[config.mk]
export PLATFORM = sky130hd
export DESIGN_NAME = alarm_match_snooze_controller_flat
export DESIGN_NICKNAME = d
export VERILOG_FILES = /design/src/amsc_pkg.sv /design/src/amsc_if.sv /design/src/amsc_cfg_regs.sv /design/src/amsc_core.sv /design/src/alarm_match_snooze_controller.sv /design/src/flat_wrapper.sv
export VERILOG_INCLUDE_DIRS = /design/src /design/src/src
export SDC_FILE = /design/constraint.sdc
export NUM_CORES = 1
export LEC_CHECK = 0
export BUFFER_PORTS_ARGS = -buffer_cell sky130_fd_sc_hd__buf_2
export CELL_PAD_IN_SITES_DETAIL_PLACEMENT = 1
export CELL_PAD_IN_SITES_GLOBAL_PLACEMENT = 1
export CORE_ASPECT_RATIO = 0.75
export CORE_MARGIN = 10
export CORE_UTILIZATION = 48
export DETAILED_ROUTE_END_ITERATION = 12
export GPL_ROUTABILITY_DRIVEN = 0
export PLACE_DENSITY = 0.86
export REMOVE_ABC_BUFFERS = 1
export SYNTH_ARGS = -nofsm -noshare
export SYNTH_HDL_FRONTEND = slang
export SYNTH_SLANG_ARGS = --single-unit
export TNS_END_PERCENT = 20
[constraint.sdc]
create_clock -name clk_i -period 5.14 [get_ports clk_i]
set_input_delay 1.285 -clock clk_i [delete_from_list [all_inputs] [get_ports clk_i]]
set_output_delay 1.285 -clock clk_i [all_outputs]
set_load 0.02 [all_outputs]
[src/alarm_match_snooze_controller_defines.svh]
// assertion macros for the alarm match and snooze controller
// used by the top level only; no other dependencies
`ifndef ALARM_MATCH_SNOOZE_CONTROLLER_DEFINES_SVH
`define ALARM_MATCH_SNOOZE_CONTROLLER_DEFINES_SVH

// same-cycle implication, checked from reset release on
`define AMSC_ASSERT_NOW(label, clk, rst_n, ante, cons, msg) \
  label: assert property (@(posedge clk) disable iff (!rst_n) (ante) |-> (cons)) \
    else $error(msg);

// next-cycle implication, checked from reset release on
`define AMSC_ASSERT_NEXT(label, clk, rst_n, ante, cons, msg) \
  label: assert property (@(posedge clk) disable iff (!rst_n) (ante) |=> (cons)) \
    else $error(msg);

`endif

[src/amsc_pkg.sv]
// types, constants and helpers for the alarm match and snooze controller
// no dependencies
package amsc_pkg;

  localparam int unsigned MinW    = 11;
  localparam int unsigned CfgIdxW = 2;

  localparam logic [MinW-1:0] MinPerDay  = 11'd1440;
  localparam logic [MinW-1:0] MinNone    = 11'h7FF;
  localparam logic [5:0]      SecNone    = 6'd63;

  // configuration register indexes
  localparam logic [CfgIdxW-1:0] CfgFirstAlarm  = 2'd0;
  localparam logic [CfgIdxW-1:0] CfgSecondAlarm = 2'd1;

  typedef struct packed {
    logic [4:0] hour_now;
    logic [5:0] minute_now;
    logic [5:0] second_now;
    logic       ack_pressed;
  } amsc_item_t;

  typedef struct packed {
    logic            buzzer_on;
    logic            ringing;
    logic [MinW-1:0] shown_minutes;
    logic            screen_refresh;
    logic            auto_snoozed;
    logic            acknowledged;
    logic [7:0]      snoozes_so_far;
  } amsc_result_t;

  typedef struct packed {
    logic [MinW-1:0] first_alarm_minutes;
    logic [MinW-1:0] second_alarm_minutes;
  } amsc_cfg_t;

  // hour * 60 + minute, at most 1923 for any input pattern
  function automatic logic [MinW-1:0] amsc_minutes(input logic [4:0] hour,
                                                   input logic [5:0] minute);
    logic [MinW-1:0] h;
    h = MinW'(hour);
    return (h << 6) - (h << 2) + MinW'(minute);
  endfunction

  // following minute, wrapped at the end of the day
  function automatic logic [MinW-1:0] amsc_next_minute(input logic [MinW-1:0] cur);
    logic [MinW-1:0] nxt;
    nxt = cur + 11'd1;
    if (nxt >= MinPerDay) begin
      nxt = nxt - MinPerDay;
    end
    return nxt;
  endfunction

endpackage

[src/amsc_if.sv]
// valid/ready channel interfaces for polls, results and configuration writes
// depends on amsc_pkg
interface amsc_poll_if;
  import amsc_pkg::*;
  logic       valid;
  logic       ready;
  logic [4:0] hour_now;
  logic [5:0] minute_now;
  logic [5:0] second_now;
  logic       ack_pressed;

  modport source (output valid, hour_now, minute_now, second_now, ack_pressed,
                  input ready);
  modport sink   (input valid, hour_now, minute_now, second_now, ack_pressed,
                  output ready);
endinterface

interface amsc_result_if;
  import amsc_pkg::*;
  logic            valid;
  logic            ready;
  logic            buzzer_on;
  logic            ringing;
  logic [MinW-1:0] shown_minutes;
  logic            screen_refresh;
  logic            auto_snoozed;
  logic            acknowledged;
  logic [7:0]      snoozes_so_far;

  modport source (output valid, buzzer_on, ringing, shown_minutes, screen_refresh,
                  auto_snoozed, acknowledged, snoozes_so_far, input ready);
  modport sink   (input valid, buzzer_on, ringing, shown_minutes, screen_refresh,
                  auto_snoozed, acknowledged, snoozes_so_far, output ready);
endinterface

interface amsc_cfg_if;
  import amsc_pkg::*;
  logic               valid;
  logic               ready;
  logic [CfgIdxW-1:0] index;
  logic [MinW-1:0]    data;

  modport source (output valid, index, data, input ready);
  modport sink   (input valid, index, data, output ready);
endinterface

[src/amsc_cfg_regs.sv]
// alarm time register file written over the configuration channel
// depends on amsc_pkg and amsc_if
module amsc_cfg_regs
  import amsc_pkg::*;
(
  input  logic         clk_i,
  input  logic         rst_ni,
  amsc_cfg_if.sink     cfg_i,
  output amsc_cfg_t    cfg_o
);

  amsc_cfg_t cfg_q, cfg_d;

  // writes are always taken
  assign cfg_i.ready = 1'b1;

  // decode the register index, unknown indexes are dropped
  always_comb begin
    cfg_d = cfg_q;
    if (cfg_i.valid) begin
      case (cfg_i.index)
        CfgFirstAlarm:  cfg_d.first_alarm_minutes  = cfg_i.data;
        CfgSecondAlarm: cfg_d.second_alarm_minutes = cfg_i.data;
        default:        cfg_d = cfg_q;
      endcase
    end
  end

  always_ff @(posedge clk_i or negedge rst_ni) begin
    if (!rst_ni) begin
      cfg_q <= '{first_alarm_minutes: MinNone, second_alarm_minutes: MinNone};
    end else begin
      cfg_q <= cfg_d;
    end
  end

  assign cfg_o = cfg_q;

endmodule

[src/amsc_core.sv]
// alarm state and its update for one poll
// depends on amsc_pkg
module amsc_core
  import amsc_pkg::*;
#(
  parameter int unsigned AUTO_SNOOZE_SECONDS = 10
) (
  input  logic         clk_i,
  input  logic         rst_ni,
  input  logic         step_i,
  input  amsc_item_t   item_i,
  input  amsc_cfg_t    cfg_i,
  output amsc_result_t result_o
);

  localparam logic [7:0] AutoLimit = 8'(AUTO_SNOOZE_SECONDS);

  logic            active_q, active_d;
  logic            ack_latch_q, ack_latch_d;
  logic [MinW-1:0] trigger_q, trigger_d;
  logic [MinW-1:0] snooze_min_q, snooze_min_d;
  logic            armed_q, armed_d;
  logic [7:0]      tally_q, tally_d;
  logic [7:0]      ring_sec_q, ring_sec_d;
  logic [5:0]      seen_sec_q, seen_sec_d;
  logic            screen_done_q, screen_done_d;

  logic [MinW-1:0] cur;
  logic            hit1, hit2, snooze_hit, fire;

  // time of day and alarm matches
  always_comb begin
    cur  = amsc_minutes(item_i.hour_now, item_i.minute_now);
    hit1 = (cfg_i.first_alarm_minutes < MinPerDay) && (cfg_i.first_alarm_minutes == cur);
    hit2 = (cfg_i.second_alarm_minutes < MinPerDay) && (cfg_i.second_alarm_minutes == cur);
    snooze_hit = armed_q && (snooze_min_q == cur) && (item_i.second_now == 6'd0);
  end

  // next state and result for the poll
  always_comb begin
    active_d      = active_q;
    ack_latch_d   = ack_latch_q && (cur == trigger_q);
    trigger_d     = trigger_q;
    snooze_min_d  = snooze_min_q;
    armed_d       = armed_q;
    tally_d       = tally_q;
    ring_sec_d    = ring_sec_q;
    seen_sec_d    = seen_sec_q;
    screen_done_d = screen_done_q;
    result_o      = '0;

    fire = !active_q && !ack_latch_d && (hit1 || hit2 || snooze_hit);
    if (fire) begin
      active_d      = 1'b1;
      screen_done_d = 1'b0;
      armed_d       = 1'b0;
      trigger_d     = cur;
    end

    if (active_d) begin
      result_o.shown_minutes = hit1 ? cfg_i.first_alarm_minutes
                             : hit2 ? cfg_i.second_alarm_minutes : snooze_min_q;
      result_o.buzzer_on = 1'b1;
      if (!screen_done_d) begin
        result_o.screen_refresh = 1'b1;
        screen_done_d = 1'b1;
      end
      // count changes of the second while ringing
      if (seen_sec_q != item_i.second_now) begin
        seen_sec_d = item_i.second_now;
        ring_sec_d = ring_sec_q + 8'd1;
      end
      if (ring_sec_d >= AutoLimit) begin
        // unanswered: snooze to the next minute, overrides a press
        active_d     = 1'b0;
        ring_sec_d   = 8'd0;
        snooze_min_d = amsc_next_minute(cur);
        armed_d      = 1'b1;
        tally_d      = tally_q + 8'd1;
        ack_latch_d  = 1'b1;
        result_o.buzzer_on    = 1'b0;
        result_o.auto_snoozed = 1'b1;
      end else if (item_i.ack_pressed) begin
        active_d      = 1'b0;
        screen_done_d = 1'b0;
        ack_latch_d   = 1'b1;
        result_o.buzzer_on    = 1'b0;
        result_o.acknowledged = 1'b1;
      end
    end

    result_o.ringing        = active_d;
    result_o.snoozes_so_far = tally_d;
  end

  always_ff @(posedge clk_i or negedge rst_ni) begin
    if (!rst_ni) begin
      active_q      <= 1'b0;
      ack_latch_q   <= 1'b0;
      trigger_q     <= MinNone;
      snooze_min_q  <= MinNone;
      armed_q       <= 1'b0;
      tally_q       <= 8'd0;
      ring_sec_q    <= 8'd0;
      seen_sec_q    <= SecNone;
      screen_done_q <= 1'b0;
    end else if (step_i) begin
      active_q      <= active_d;
      ack_latch_q   <= ack_latch_d;
      trigger_q     <= trigger_d;
      snooze_min_q  <= snooze_min_d;
      armed_q       <= armed_d;
      tally_q       <= tally_d;
      ring_sec_q    <= ring_sec_d;
      seen_sec_q    <= seen_sec_d;
      screen_done_q <= screen_done_d;
    end
  end

endmodule

[src/alarm_match_snooze_controller.sv]
// Alarm match and snooze controller, top level: poll register, alarm core, result register.
// Takes one poll transfer per clock while the result side takes transfers, and gives one
// result transfer per poll, in order. A poll is registered on transfer; when the result
// register is free or draining the core steps on it, its result is loaded into the result
// register and offered from there. The alarm state is updated between the two registers,
// which sets the rate of one poll per clock while the result side takes transfers. A
// waiting result holds the state update back, but one further poll is still taken into
// the poll register.
// Depends on amsc_pkg, amsc_if, amsc_cfg_regs, amsc_core and the defines header.
`include "alarm_match_snooze_controller_defines.svh"

module alarm_match_snooze_controller
  import amsc_pkg::*;
#(
  parameter int unsigned AUTO_SNOOZE_SECONDS = 10
) (
  input  logic          clk_i,
  input  logic          rst_ni,
  amsc_cfg_if.sink      cfg_i,
  amsc_poll_if.sink     poll_i,
  amsc_result_if.source result_o
);

  amsc_cfg_t    cfg;
  amsc_item_t   item_q;
  logic         in_valid_q;
  amsc_result_t res_d, res_q;
  logic         out_valid_q;
  logic         step;

  // the core advances when the result register is free or draining
  assign step         = in_valid_q && (!out_valid_q || result_o.ready);
  assign poll_i.ready = !in_valid_q || step;

  amsc_cfg_regs u_cfg_regs (
    .clk_i  (clk_i),
    .rst_ni (rst_ni),
    .cfg_i  (cfg_i),
    .cfg_o  (cfg)
  );

  amsc_core #(
    .AUTO_SNOOZE_SECONDS (AUTO_SNOOZE_SECONDS)
  ) u_core (
    .clk_i    (clk_i),
    .rst_ni   (rst_ni),
    .step_i   (step),
    .item_i   (item_q),
    .cfg_i    (cfg),
    .result_o (res_d)
  );

  // poll register
  always_ff @(posedge clk_i or negedge rst_ni) begin
    if (!rst_ni) begin
      in_valid_q <= 1'b0;
    end else if (poll_i.ready) begin
      in_valid_q <= poll_i.valid;
    end
  end

  always_ff @(posedge clk_i) begin
    if (poll_i.valid && poll_i.ready) begin
      item_q <= '{hour_now: poll_i.hour_now, minute_now: poll_i.minute_now,
                  second_now: poll_i.second_now, ack_pressed: poll_i.ack_pressed};
    end
  end

  // result register
  always_ff @(posedge clk_i or negedge rst_ni) begin
    if (!rst_ni) begin
      out_valid_q <= 1'b0;
    end else if (step) begin
      out_valid_q <= 1'b1;
    end else if (result_o.ready) begin
      out_valid_q <= 1'b0;
    end
  end

  always_ff @(posedge clk_i) begin
    if (step) begin
      res_q <= res_d;
    end
  end

  assign result_o.valid          = out_valid_q;
  assign result_o.buzzer_on      = res_q.buzzer_on;
  assign result_o.ringing        = res_q.ringing;
  assign result_o.shown_minutes  = res_q.shown_minutes;
  assign result_o.screen_refresh = res_q.screen_refresh;
  assign result_o.auto_snoozed   = res_q.auto_snoozed;
  assign result_o.acknowledged   = res_q.acknowledged;
  assign result_o.snoozes_so_far = res_q.snoozes_so_far;

  // checks on the core and the pipeline control
  `AMSC_ASSERT_NOW(a_buzz_only_ringing, clk_i, rst_ni,
                   out_valid_q && res_q.buzzer_on, res_q.ringing,
                   "buzzer on without ringing")
  `AMSC_ASSERT_NOW(a_silence_ends_ring, clk_i, rst_ni,
                   out_valid_q && (res_q.auto_snoozed || res_q.acknowledged),
                   !res_q.ringing && !res_q.buzzer_on &&
                   !(res_q.auto_snoozed && res_q.acknowledged),
                   "snooze or press left the alarm ringing")
  `AMSC_ASSERT_NEXT(a_poll_held, clk_i, rst_ni,
                    in_valid_q && !step, in_valid_q && $stable(item_q),
                    "stalled poll lost")
  `AMSC_ASSERT_NEXT(a_step_fills, clk_i, rst_ni, step, out_valid_q,
                    "result dropped after core step")

endmodule
[src/flat_wrapper.sv]
// flat-port wrapper written by rule: the top's interface ports become plain ports
module alarm_match_snooze_controller_flat import amsc_pkg::*;
#(
  parameter int unsigned AUTO_SNOOZE_SECONDS = 10
)
  (clk_i, rst_ni, cfg_i_valid, cfg_i_index, cfg_i_data, cfg_i_ready, poll_i_valid, poll_i_hour_now, poll_i_minute_now, poll_i_second_now, poll_i_ack_pressed, poll_i_ready, result_o_valid, result_o_buzzer_on, result_o_ringing, result_o_shown_minutes, result_o_screen_refresh, result_o_auto_snoozed, result_o_acknowledged, result_o_snoozes_so_far, result_o_ready);
  amsc_cfg_if cfg_i_i ();
  amsc_poll_if poll_i_i ();
  amsc_result_if result_o_i ();
  input  logic clk_i;
  input  logic rst_ni;
  input wire logic [$bits(cfg_i_i.valid)-1:0] cfg_i_valid;
  input wire logic [$bits(cfg_i_i.index)-1:0] cfg_i_index;
  input wire logic [$bits(cfg_i_i.data)-1:0] cfg_i_data;
  output wire logic [$bits(cfg_i_i.ready)-1:0] cfg_i_ready;
  input wire logic [$bits(poll_i_i.valid)-1:0] poll_i_valid;
  input wire logic [$bits(poll_i_i.hour_now)-1:0] poll_i_hour_now;
  input wire logic [$bits(poll_i_i.minute_now)-1:0] poll_i_minute_now;
  input wire logic [$bits(poll_i_i.second_now)-1:0] poll_i_second_now;
  input wire logic [$bits(poll_i_i.ack_pressed)-1:0] poll_i_ack_pressed;
  output wire logic [$bits(poll_i_i.ready)-1:0] poll_i_ready;
  output wire logic [$bits(result_o_i.valid)-1:0] result_o_valid;
  output wire logic [$bits(result_o_i.buzzer_on)-1:0] result_o_buzzer_on;
  output wire logic [$bits(result_o_i.ringing)-1:0] result_o_ringing;
  output wire logic [$bits(result_o_i.shown_minutes)-1:0] result_o_shown_minutes;
  output wire logic [$bits(result_o_i.screen_refresh)-1:0] result_o_screen_refresh;
  output wire logic [$bits(result_o_i.auto_snoozed)-1:0] result_o_auto_snoozed;
  output wire logic [$bits(result_o_i.acknowledged)-1:0] result_o_acknowledged;
  output wire logic [$bits(result_o_i.snoozes_so_far)-1:0] result_o_snoozes_so_far;
  input wire logic [$bits(result_o_i.ready)-1:0] result_o_ready;
  assign cfg_i_i.valid = cfg_i_valid;
  assign cfg_i_i.index = cfg_i_index;
  assign cfg_i_i.data = cfg_i_data;
  assign cfg_i_ready = cfg_i_i.ready;
  assign poll_i_i.valid = poll_i_valid;
  assign poll_i_i.hour_now = poll_i_hour_now;
  assign poll_i_i.minute_now = poll_i_minute_now;
  assign poll_i_i.second_now = poll_i_second_now;
  assign poll_i_i.ack_pressed = poll_i_ack_pressed;
  assign poll_i_ready = poll_i_i.ready;
  assign result_o_valid = result_o_i.valid;
  assign result_o_buzzer_on = result_o_i.buzzer_on;
  assign result_o_ringing = result_o_i.ringing;
  assign result_o_shown_minutes = result_o_i.shown_minutes;
  assign result_o_screen_refresh = result_o_i.screen_refresh;
  assign result_o_auto_snoozed = result_o_i.auto_snoozed;
  assign result_o_acknowledged = result_o_i.acknowledged;
  assign result_o_snoozes_so_far = result_o_i.snoozes_so_far;
  assign result_o_i.ready = result_o_ready;
  alarm_match_snooze_controller #(.AUTO_SNOOZE_SECONDS(AUTO_SNOOZE_SECONDS)) u_core (.clk_i(clk_i), .rst_ni(rst_ni), .cfg_i(cfg_i_i), .poll_i(poll_i_i), .result_o(result_o_i));
endmodule
==> metrics.txt, run 1 <==
Worst R2R Setup Slack approximately 0.47 ns; CP Cell Sequence inv_1, ha_1, o211a_2, a211oi_4, xnor2_1, nand4_1, nor4_1, a32oi_2, a21o_1, nor3_4, mux2_2; crit path max-delay cell type nor3_4; Setup crit start kind flip-flop; Hold Crit Depth 2; Layout Area Growth over Synthesis 14.9%; Multi-input gate area approximately 3500 sq um; core area around 14,000 sq um; Leak 3.38 nW; critical path's largest stage delay about 0.64 ns; Fillers around 1,500; Die X 159 um; vias in the first global route about 6,000; global-route wire length before repair 33,700 um; Yosys top cell area share 0.190; DRC Markers 0; Post-synth top flop dfstp_2; final hold vios 0; CTS Buffer Depth 2; average routed wire per standard cell approximately 24 um; Hold EP u_core.u_core.trigger_q[2]; layout cells sized above 1 0.303; skew final 0.00961 ns; GRT Total Usage 0.220; initial antenna violation count 0; EDFF count, synth 41; drt pass-1 iters 5; final wirelength 21,200 um; Max-Cap Viols 0; clock sink count 113; RR Endpoint u_core.u_core.trigger_q[7]; Reg-to-Reg Start u_core.item_q[13]; worst hold start u_core.u_core.trigger_q[2]; outcome complete, no violations; Clock Latency Late Sink 0.43 ns; number of distinct library cells after synthesis 76; cells on worst reg2reg path 11; largest net degree at the start of global routing 41; grt ovf 0; Routed Antenna Nets 0; Worst EP required ~5.5 ns; post-layout minimum cycle time roughly 4.7 ns; Post-Synthesis Mean Instance Area 10.8 sq um; htree depth 4; fin. max-slew vios 0; Seq/Total Area, Yosys 0.448; Relative slew margins 0.432; Yosys reg bits 113; ant diodes 0; number of nets in the layout approximately 740; Worst-path clk slew 0.06 ns; fin crit share 0.909; worst path arrival time ~5 ns; port bufs 61; die area about 20,000 sq um; CTS tree built; initial DRC count 420; starting density of the core 0.497; min-delay worst type reg2reg; die height about 120 um; via count between 5,000 and 6,000; Synth area leaders dfstp_2, edfxtp_1, dfrtp_1; Fmax between 200 and 250 MHz; Async SR Flop Fraction 0.637; CTS Buf Count 17; total negative slack 0 ns; Power Dens Cells 411 nW/um^2; Synthesis Warnings 0; Cells after Synth about 640; CP Class reg2reg; Worst Setup End Kind flip-flop; Final Power 3.26 mW; Synth area leader dfstp_2; row cnt 37; synthesized cell area slightly below 7000 sq um; RSZ-0062 raised after global routing no; Worst-Margin Slew roughly 0.85 ns; critical path fanouts, max 14; final setup fails 0; Via-to-Cell Ratio roughly 6.2; # Post-CTS Setup Buffers 0; IO Pins 63; Worst VDD drop roughly 0.26 mV; hold_buf cts 0; register area around 3100 sq um; HPWL Detailed approximately 15,000 um; Root Driver clkbuf_16
-- layer usage --
layer,GRT usage,wire length [um],vias to the layer above
li1,-,-,2437
met1,0.269,8780,2787
met2,0.373,10500,233
met3,0.0458,1330,59
met4,0.0930,603,0
met5,0,0,-
-- how the worst max path moves through the flow --
| stage | startpoint | end | slack [ns] | depth (start not counted) |
|---|---|---|---|---|
| floorplan | u_core.item_q[16] | u_core.u_core.tally_q[1] | 0.57 | 11 |
| global placement | u_core.item_q[17] | u_core.u_core.trigger_q[3] | 0.79 | 11 |
| detailed placement | u_core.item_q[17] | u_core.u_core.trigger_q[7] | 0.46 | 11 |
| CTS | u_core.item_q[17] | u_core.u_core.trigger_q[7] | 0.40 | 11 |
| global route | u_core.item_q[17] | u_core.u_core.trigger_q[7] | 0.21 | 11 |
| finish | u_core.item_q[13] | u_core.u_core.trigger_q[7] | 0.47 | 11 |
-- timing repair --
item                                    4_1_cts  5_1_grt
endpoints found under the setup margin        0       11
endpoints found under the hold margin         0        0
gates resized for setup                       0        1
-- flip-flops by register name, summed over array words and instances (netlist names) --
register,cells
u_core.u_cfg_regs.cfg_o,22
u_core.item_q,18
u_core.result_o.shown_minutes,11
u_core.u_core.snooze_min_q,11
u_core.u_core.trigger_q,11
u_core.result_o.snoozes_so_far,8
u_core.u_core.ring_sec_q,8
u_core.u_core.tally_q,8
u_core.u_core.seen_sec_q,6
u_core.in_valid_q,1
u_core.result_o.acknowledged,1
u_core.result_o.auto_snoozed,1
u_core.result_o.buzzer_on,1
u_core.result_o.screen_refresh,1
u_core.result_o.valid,1
u_core.u_core.ack_latch_q,1
u_core.u_core.active_q,1
u_core.u_core.armed_q,1
u_core.u_core.screen_done_q,1
-- layout by cell type (no fill, tap or decap), types with 8 or more instances in the layout --
master	n
inv_1	32
xnor2_1	54
o21ai_0	25
and2_1	14
nand2_1	46
ha_1	10
nand2b_1	9
o211a_1	11
and3_1	9
clkbuf_16	17
mux2i_1	22
dfrtp_1	22
buf_4	14
nand3_1	22
a211oi_1	8
mux2_2	33
a21oi_1	19
nor2_1	21
buf_2	61
nand4_1	16
xor2_1	25
dfstp_2	50
edfxtp_1	41
-- Yosys cell counts (all sizes together) (3+ instances only) --
master / count
o21a: 4
or3: 4
ha: 10
o211a: 12
nor3: 8
nand4: 16
xor2: 26
a211o: 3
nor2: 22
nand2b: 9
nor4bb: 3
nand3: 23
mux2: 38
nor3b: 3
o221ai: 4
a31oi: 6
buf: 25
a2111oi: 3
and3: 9
edfxtp: 41
a32oi: 3
nor2b: 5
inv: 32
nand3b: 3
a21o: 5
dfstp: 50
dfrtp: 22
xnor2: 54
nand2: 46
o21ai: 28
a211oi: 10
and2: 14
o211ai: 7
a21oi: 20
mux2i: 22
clkbuf: 14
nor4: 7
-- report_power, final --
group	internal, mW	switching, mW	total [mW]	leakage [nW]
Sequential	1.12	0.143	1.26	1.21
Combinational	0.327	0.447	0.774	1.88
Clock	0.773	0.452	1.23	0.286
-- cell families (layout without fill, tap and decap cells) --
kind of cell	after synthesis	count (layout)	synth area share
compound gates	127	127	0.142
xor+xnor	82	82	0.109
fa+ha+maj	10	10	0.0181
buf+inv	71	139	0.0480
flops	113	113	0.448
mux	60	60	0.0966
other cells	1	1	0.000543
simple gates	178	178	0.138
-- stage by stage --
| stage | instance area, sq um | setup WS [ns] | cells | util | hold WS [ns] |
|---|---|---|---|---|---|
| after floorplan | 6700 | 0.572 | 603 | - | 0.451 |
| after global placement | 7330 | 0.794 | 853 | 0.528 | 0.460 |
| after detailed placement | 7330 | 0.465 | 853 | 0.528 | 0.470 |
| after CTS | 7930 | 0.405 | 885 | 0.571 | 0.479 |
| after global routing | 7940 | 0.210 | 885 | 0.572 | 0.506 |
| final | 7940 | 0.468 | 885 | 0.572 | 0.478 |
-- cell type report --
class	instances	share of cell area
clock buffer	19	0.0558
inverter	32	0.0151
tap	175	0.0276
clock inverter	13	0.0200
timing repair buffer	75	0.0517
multi-input combinational	458	0.440
sequential	113	0.390
-- worst max-delay path: cells and delay by family, from the launching register on --
| family | cells | cell delay [ns] |
|---|---|---|
| compound gates | 4 | 1.51 |
| xor+xnor | 1 | 0.23 |
| fa+ha+maj | 1 | 0.52 |
| buf+inv | 1 | 0.06 |
| flops | 1 | 0.40 |
| mux | 1 | 0.43 |
| simple gates | 3 | 1.42 |
(Power assumes the default switching activity.)
==> run 2, diff against run 1 <==
Settings changed: CORE_MARGIN 10 to unset.
==> run 2 against run 1 <==
Clock skew is 0.0048 ns higher. Cell count shrank 0.11%. Routed wire length is 3.0% lower. Hold slack gained 0.00077 ns. Sequential share of layout area up 0.13 points. Setup slack worse by 0.18 ns. Die area down 24%. Critical endpoint is now u_core.result_o.snoozes_so_far[4]. Highest routed layer unchanged.
==> metrics.txt, run 2 (synthesis results as in run 1) <==
Worst VDD drop 0.247 mV (was 0.262 mV); pre-CTS setup slack 0.427 ns (was 0.465 ns); Setup crit start kind flip-flop (unchanged); Worst-Margin Slew 1.33 ns (was 0.852 ns); Worst Setup End Kind flip-flop (unchanged); final instance area 7910 sq um (was 7940 sq um); Max-Cap Viols 0 (unchanged); Power Dens Cells 407 nW/um^2 (was 411 nW/um^2); Clock Latency Late Sink 0.43 ns (about the same); Root Driver clkbuf_16 (unchanged); Via-to-Cell Ratio 6.21 (was 6.23); HPWL Detailed 13,900 um (was 14,600 um); worst path arrival time 5.02 ns (about the same); cells on worst reg2reg path 12 (was 11); initial antenna violation count 0 (unchanged); commonest non-fill, non-tap cell in the layout buf_2 (unchanged); CTS Buffer Depth 2 (unchanged); Relative slew margins 0.111 (was 0.432); row cnt 37 (unchanged); CTS tree built (unchanged); max reg flops 22 (unchanged); Die X 141 um (was 159 um); Combinational Power Share 0.238 (was 0.237); global-route wire length before repair 32,700 um (was 33,700 um); CTS Buf Count 17 (unchanged); RSZ-0062 raised after global routing no (unchanged); Cell Count Post-Placement 852 (was 853); CP startpoint u_core.item_q[17] (was u_core.item_q[13]); Clk network pwr share 0.370 (was 0.376); most frequent cells in the layout buf_2, xnor2_1, dfstp_2, nand2_1, edfxtp_1 (unchanged); largest net degree at the start of global routing 73 (was 41); Sw Share 0.331 (was 0.320); drt pass-1 iters 5 (unchanged); CP Class reg2reg (unchanged); DRC Markers 0 (unchanged); critical path fanouts, max 24 (was 14); Routed Antenna Nets 0 (unchanged); fin crit share 0.944 (was 0.909); IO Pins 63 (unchanged); min-delay worst type reg2reg (unchanged); core area 13,900 sq um (unchanged); Fin Hold WS 0.479 ns (was 0.478 ns); fin. max-slew vios 0 (unchanged); initial DRC count 464 (was 420); skew final 0.0144 ns (was 0.00961 ns); Reg-to-Reg Start u_core.item_q[17] (was u_core.item_q[13]); final hold vios 0 (unchanged); fin util 0.570 (was 0.572); register area 3100 sq um (unchanged); average routed wire per standard cell 23.3 um (was 24.0 um); Final Power 3.22 mW (was 3.26 mW); # Post-CTS Setup Buffers 0 (unchanged); Worst EP required 5.31 ns (was 5.49 ns); GRT Total Usage 0.291 (was 0.220); Layout Area Growth over Synthesis 14.6% (was 14.9%); die area 14,900 sq um (was 19,600 sq um); Fillers 1,491 (was 1,500); htree depth 4 (unchanged); Seq pwr share 0.392 (was 0.387); hold_buf cts 0 (unchanged); Non-Filler Instances 884 (was 885); ant diodes 0 (unchanged); grt ovf 0 (unchanged); worst hold start u_core.u_core.trigger_q[8] (was u_core.u_core.trigger_q[2]); final setup fails 0 (unchanged); Int Pwr 2.15 mW (was 2.22 mW); Multi-input gate area 3480 sq um (was 3490 sq um); PostCTS Resize Cnt 0 (unchanged); clock sink count 113 (unchanged); Fmax 206 MHz (was 214 MHz); starting density of the core 0.497 (unchanged); vias in the first global route 5,871 (was 6,015); critical path's largest stage delay 0.87 ns (was 0.64 ns); Leak 3.37 nW (was 3.38 nW); port bufs 61 (unchanged); final wirelength 20,600 um (was 21,200 um); total negative slack 0 ns (unchanged); Hold Crit Depth 2 (unchanged); Worst-path clk slew 0.06 ns (about the same); setup ws final 0.286 ns (was 0.468 ns); post-layout minimum cycle time 4.85 ns (was 4.67 ns); Crit path top cell by count xnor2_1; CP Cell Sequence inv_1, ha_1, a211oi_2, nand2_1, nor2_1, xnor2_1, mux2i_1, a32oi_2, a31oi_4, buf_4, nand4_1, xnor2_1 (was inv_1, ha_1, o211a_2, a211oi_4, xnor2_1, nand4_1, nor4_1, a32oi_2, a21o_1, nor3_4, mux2_2); layout cells sized above 1 0.303 (about the same); outcome complete, no violations (unchanged); via count 5,493 (was 5,516); P_sw 1.07 mW (was 1.04 mW); die height 106 um (was 124 um); placed inst area 7320 sq um (was 7330 sq um); number of nets in the layout 742 (was 743); crit path max-delay cell type a211oi_2 (was nor3_4)
## run 2: cell types whose count changed in the layout (fill, tap and decap cells not counted), sizes merged
cell,delta
inv,+2
bufinv,-2
buf,-1
clkinv,+1
clkinvlp,-1
## run 2: path summary, 6_finish.rpt
path | endpoint | slack (ns)
max in group asynchronous | u_core.u_core.tally_q[6] | 3.44
hold reg to reg | u_core.u_core.trigger_q[8] | 0.48
min in group asynchronous | u_core.u_core.ring_sec_q[4] | 1.07
hold / removal | u_core.u_core.trigger_q[8] | 0.48
setup reg to reg | u_core.result_o.snoozes_so_far[4] | 0.29
setup / recovery | u_core.result_o.snoozes_so_far[4] | 0.29
## run 2: worst max-delay path: cells and delay by family, from the launching register on
kind / cells / cell delay [ns]
compound gates: 3 / 1.44
xor+xnor: 2 / 0.46
fa+ha+maj: 1 / 0.52
buf+inv: 2 / 0.50
flops: 1 / 0.55
mux: 1 / 0.31
simple gates: 3 / 0.81
## run 2: routing by layer
metal / track usage / up-vias / part of all wire
met5: 0 / - / 0
met4: 0.118 / 0 / 0.028
met3: 0.0595 / 69 / 0.058
met2: 0.490 / 212 / 0.49
met1: 0.368 / 2777 / 0.43
li1: - / 2435 / -
## run 2: layout make-up
cell class | instances | share of cell area
multi-input combinational | 458 | 0.440
sequential | 113 | 0.391
clock buffer | 19 | 0.0587
timing repair buffer | 74 | 0.0509
tap | 175 | 0.0277
clock inverter | 13 | 0.0160
inverter | 32 | 0.0152
## run 2: power groups by stage
stage	registers (mW)	clock network, mW	logic (mW)
after floorplan	1.24	0	0.508
after detailed placement	1.27	0	0.734
after global routing	1.27	1.24	0.822
after global placement	1.26	0	0.692
final	1.26	1.19	0.767
after CTS	1.26	1.20	0.755
==> run 3, diff against run 2 <==
Clock period 5.14 ns to 5.04 ns, I/O delays scaled along.
==> run 3 against run 2 <==
Routed wire length fell by 6.1%. Core utilization increased by 0.054 points. Global-route usage down 1.7 points.
==> metrics.txt, run 3 (synthesis results as in run 1) <==
outcome complete, no violations (unchanged); starting density of the core 0.497 (unchanged); final hold vios 0 (unchanged); Root Driver clkbuf_16 (unchanged); largest net degree at the start of global routing 41 (was 73); critical path fanouts, max 22 (was 24); Worst Setup End Kind flip-flop (unchanged); most frequent cells in the layout buf_2, xnor2_1, dfstp_2, nand2_1, edfxtp_1 (unchanged); crit path capture u_core.u_core.seen_sec_q[2] (was u_core.result_o.snoozes_so_far[4]); GRT met2 Usage 0.457 (was 0.490); Worst R2R Setup Slack 0.42 ns (was 0.29 ns); Worst-path clk slew 0.06 ns (about the same); via count 5,445 (was 5,493); Clock Latency Late Sink 0.42 ns (was 0.43 ns); worst path arrival time 4.97 ns (was 5.02 ns); CTS Buf Count 17 (unchanged); cells on worst reg2reg path 13 (was 12); CTS Buffer Depth 2 (unchanged); total negative slack 0 ns (unchanged); post-layout minimum cycle time 4.62 ns (was 4.85 ns); grt met3 use 0.0622 (was 0.0595); RR Endpoint u_core.u_core.seen_sec_q[2] (was u_core.result_o.snoozes_so_far[4]); commonest non-fill, non-tap cell in the layout buf_2 (unchanged); htree depth 4 (unchanged); final instance area 7920 sq um (was 7910 sq um); Routed Antenna Nets 0 (unchanged); critical path's largest stage delay 0.70 ns (was 0.87 ns); row cnt 37 (unchanged); setup ws final 0.419 ns (was 0.286 ns); Max-Cap Viols 0 (unchanged); CP startpoint u_core.item_q[17] (unchanged); CP Cell Sequence inv_1, ha_1, a211oi_4, nand2_1, nor2_1, xnor2_1, mux2i_1, nand3_2, buf_4, a31oi_4, buf_4, nand2_1, mux2_2 (was inv_1, ha_1, a211oi_2, nand2_1, nor2_1, xnor2_1, mux2i_1, a32oi_2, a31oi_4, buf_4, nand4_1, xnor2_1); vias in the first global route 5,787 (was 5,871); Non-Filler Instances 886 (was 884); layer carrying the most global-route usage met2 (unchanged); skew final 0.00866 ns (was 0.0144 ns); Fin Hold WS 0.475 ns (was 0.479 ns); ant diodes 0 (unchanged); final setup fails 0 (unchanged); drt pass-1 iters 5 (unchanged); Leak 3.37 nW (about the same); CP Class reg2reg (unchanged); final wirelength 19,400 um (was 20,600 um); Worst EP required 5.39 ns (was 5.31 ns); global-route wire length before repair 31,000 um (was 32,700 um); initial antenna violation count 0 (unchanged); Reg-to-Reg Start u_core.item_q[17] (unchanged); placed inst area 7340 sq um (was 7320 sq um); crit path max-delay cell type a211oi_4 (was a211oi_2); Cell Count Post-Placement 854 (was 852); Relative slew margins 0.219 (was 0.111); fin crit share 0.917 (was 0.944); # Post-CTS Setup Buffers 0 (unchanged); initial DRC count 612 (was 464); Power Dens Cells 406 nW/um^2 (was 407 nW/um^2); number of nets in the layout 744 (was 742); clock sink count 113 (unchanged); GRT Total Usage 0.274 (was 0.291); fin. max-slew vios 0 (unchanged); grt ovf 0 (unchanged); die height 106 um (unchanged); core area 13,900 sq um (unchanged); met1 Use GR 0.353 (was 0.368); Buf+Inv Stages, Crit Path 3 (was 2); max reg flops 22 (unchanged); IO Pins 63 (unchanged); layout cells sized above 1 0.305 (was 0.303); CTS tree built (unchanged); pre-CTS setup slack 0.382 ns (was 0.427 ns); CP Depth 13 (was 12); Layout Area Growth over Synthesis 14.7% (was 14.6%); Die X 141 um (unchanged); Worst VDD drop 0.254 mV (was 0.247 mV); RSZ-0062 raised after global routing no (unchanged); Fillers 1,519 (was 1,491); Via-to-Cell Ratio 6.15 (was 6.21); Setup crit start kind flip-flop (unchanged); average routed wire per standard cell 21.8 um (was 23.3 um); DRC Markers 0 (unchanged); Worst-Margin Slew 1.17 ns (was 1.33 ns); port bufs 61 (unchanged); fin util 0.570 (about the same); HPWL Detailed 13,700 um (was 13,900 um); Final Power 3.21 mW (was 3.22 mW); CP delay by family, top simple AND/OR/NAND/NOR gates (was compound AO/OA/AOI/OAI gates); min-delay worst type reg2reg (unchanged); die area 14,900 sq um (unchanged); Fmax 216 MHz (was 206 MHz)
[run 3: report_power, final]
part	switching, mW	internal [mW]	leakage, nW	total, mW
clock network	0.472	0.690	0.271	1.16
logic	0.441	0.329	1.89	0.771
registers	0.141	1.14	1.21	1.28
[run 3: timing repair]
item | 4_1_cts | 5_1_grt
setup endpoints to repair | 0 | 24
resized for setup | 0 | 1
hold buffers | 0 | 0
[run 3: worst min path at each step]
stage | from | endpoint | slack, ns | cells past startpoint
after floorplan | u_core.u_core.trigger_q[2] | u_core.u_core.trigger_q[2] | 0.45 | 2
after global placement | u_core.u_core.trigger_q[2] | u_core.u_core.trigger_q[2] | 0.46 | 2
after detailed placement | u_core.u_core.trigger_q[2] | u_core.u_core.trigger_q[2] | 0.47 | 2
after CTS | u_core.u_core.trigger_q[2] | u_core.u_core.trigger_q[2] | 0.48 | 2
after global routing | u_core.u_core.trigger_q[2] | u_core.u_core.trigger_q[2] | 0.49 | 2
final | u_core.u_core.trigger_q[2] | u_core.u_core.trigger_q[2] | 0.47 | 2
[run 3: cell type report]
type / count / area [sq um] / share of cell area
Inverter: 32 / 120 / 0.0152
Timing Repair Buffer: 76 / 418 / 0.0528
Clock buffer: 20 / 478 / 0.0603
Sequential cell: 113 / 3100 / 0.391
Multi-Input combinational cell: 458 / 3490 / 0.441
Clock inverter: 12 / 97.6 / 0.0123
Tap cell: 175 / 219 / 0.0276
[run 3: worst min-delay path: stages, from the launching register on]
cell     delay (ns)
dfstp_2        0.37
inv_1          0.05
mux2i_1        0.05
[run 3: layer usage]
metal	vias to the layer above	part of all wire
met1	2733	0.43
met5	-	0
met4	0	0.025
met2	211	0.48
met3	57	0.069
li1	2444	-
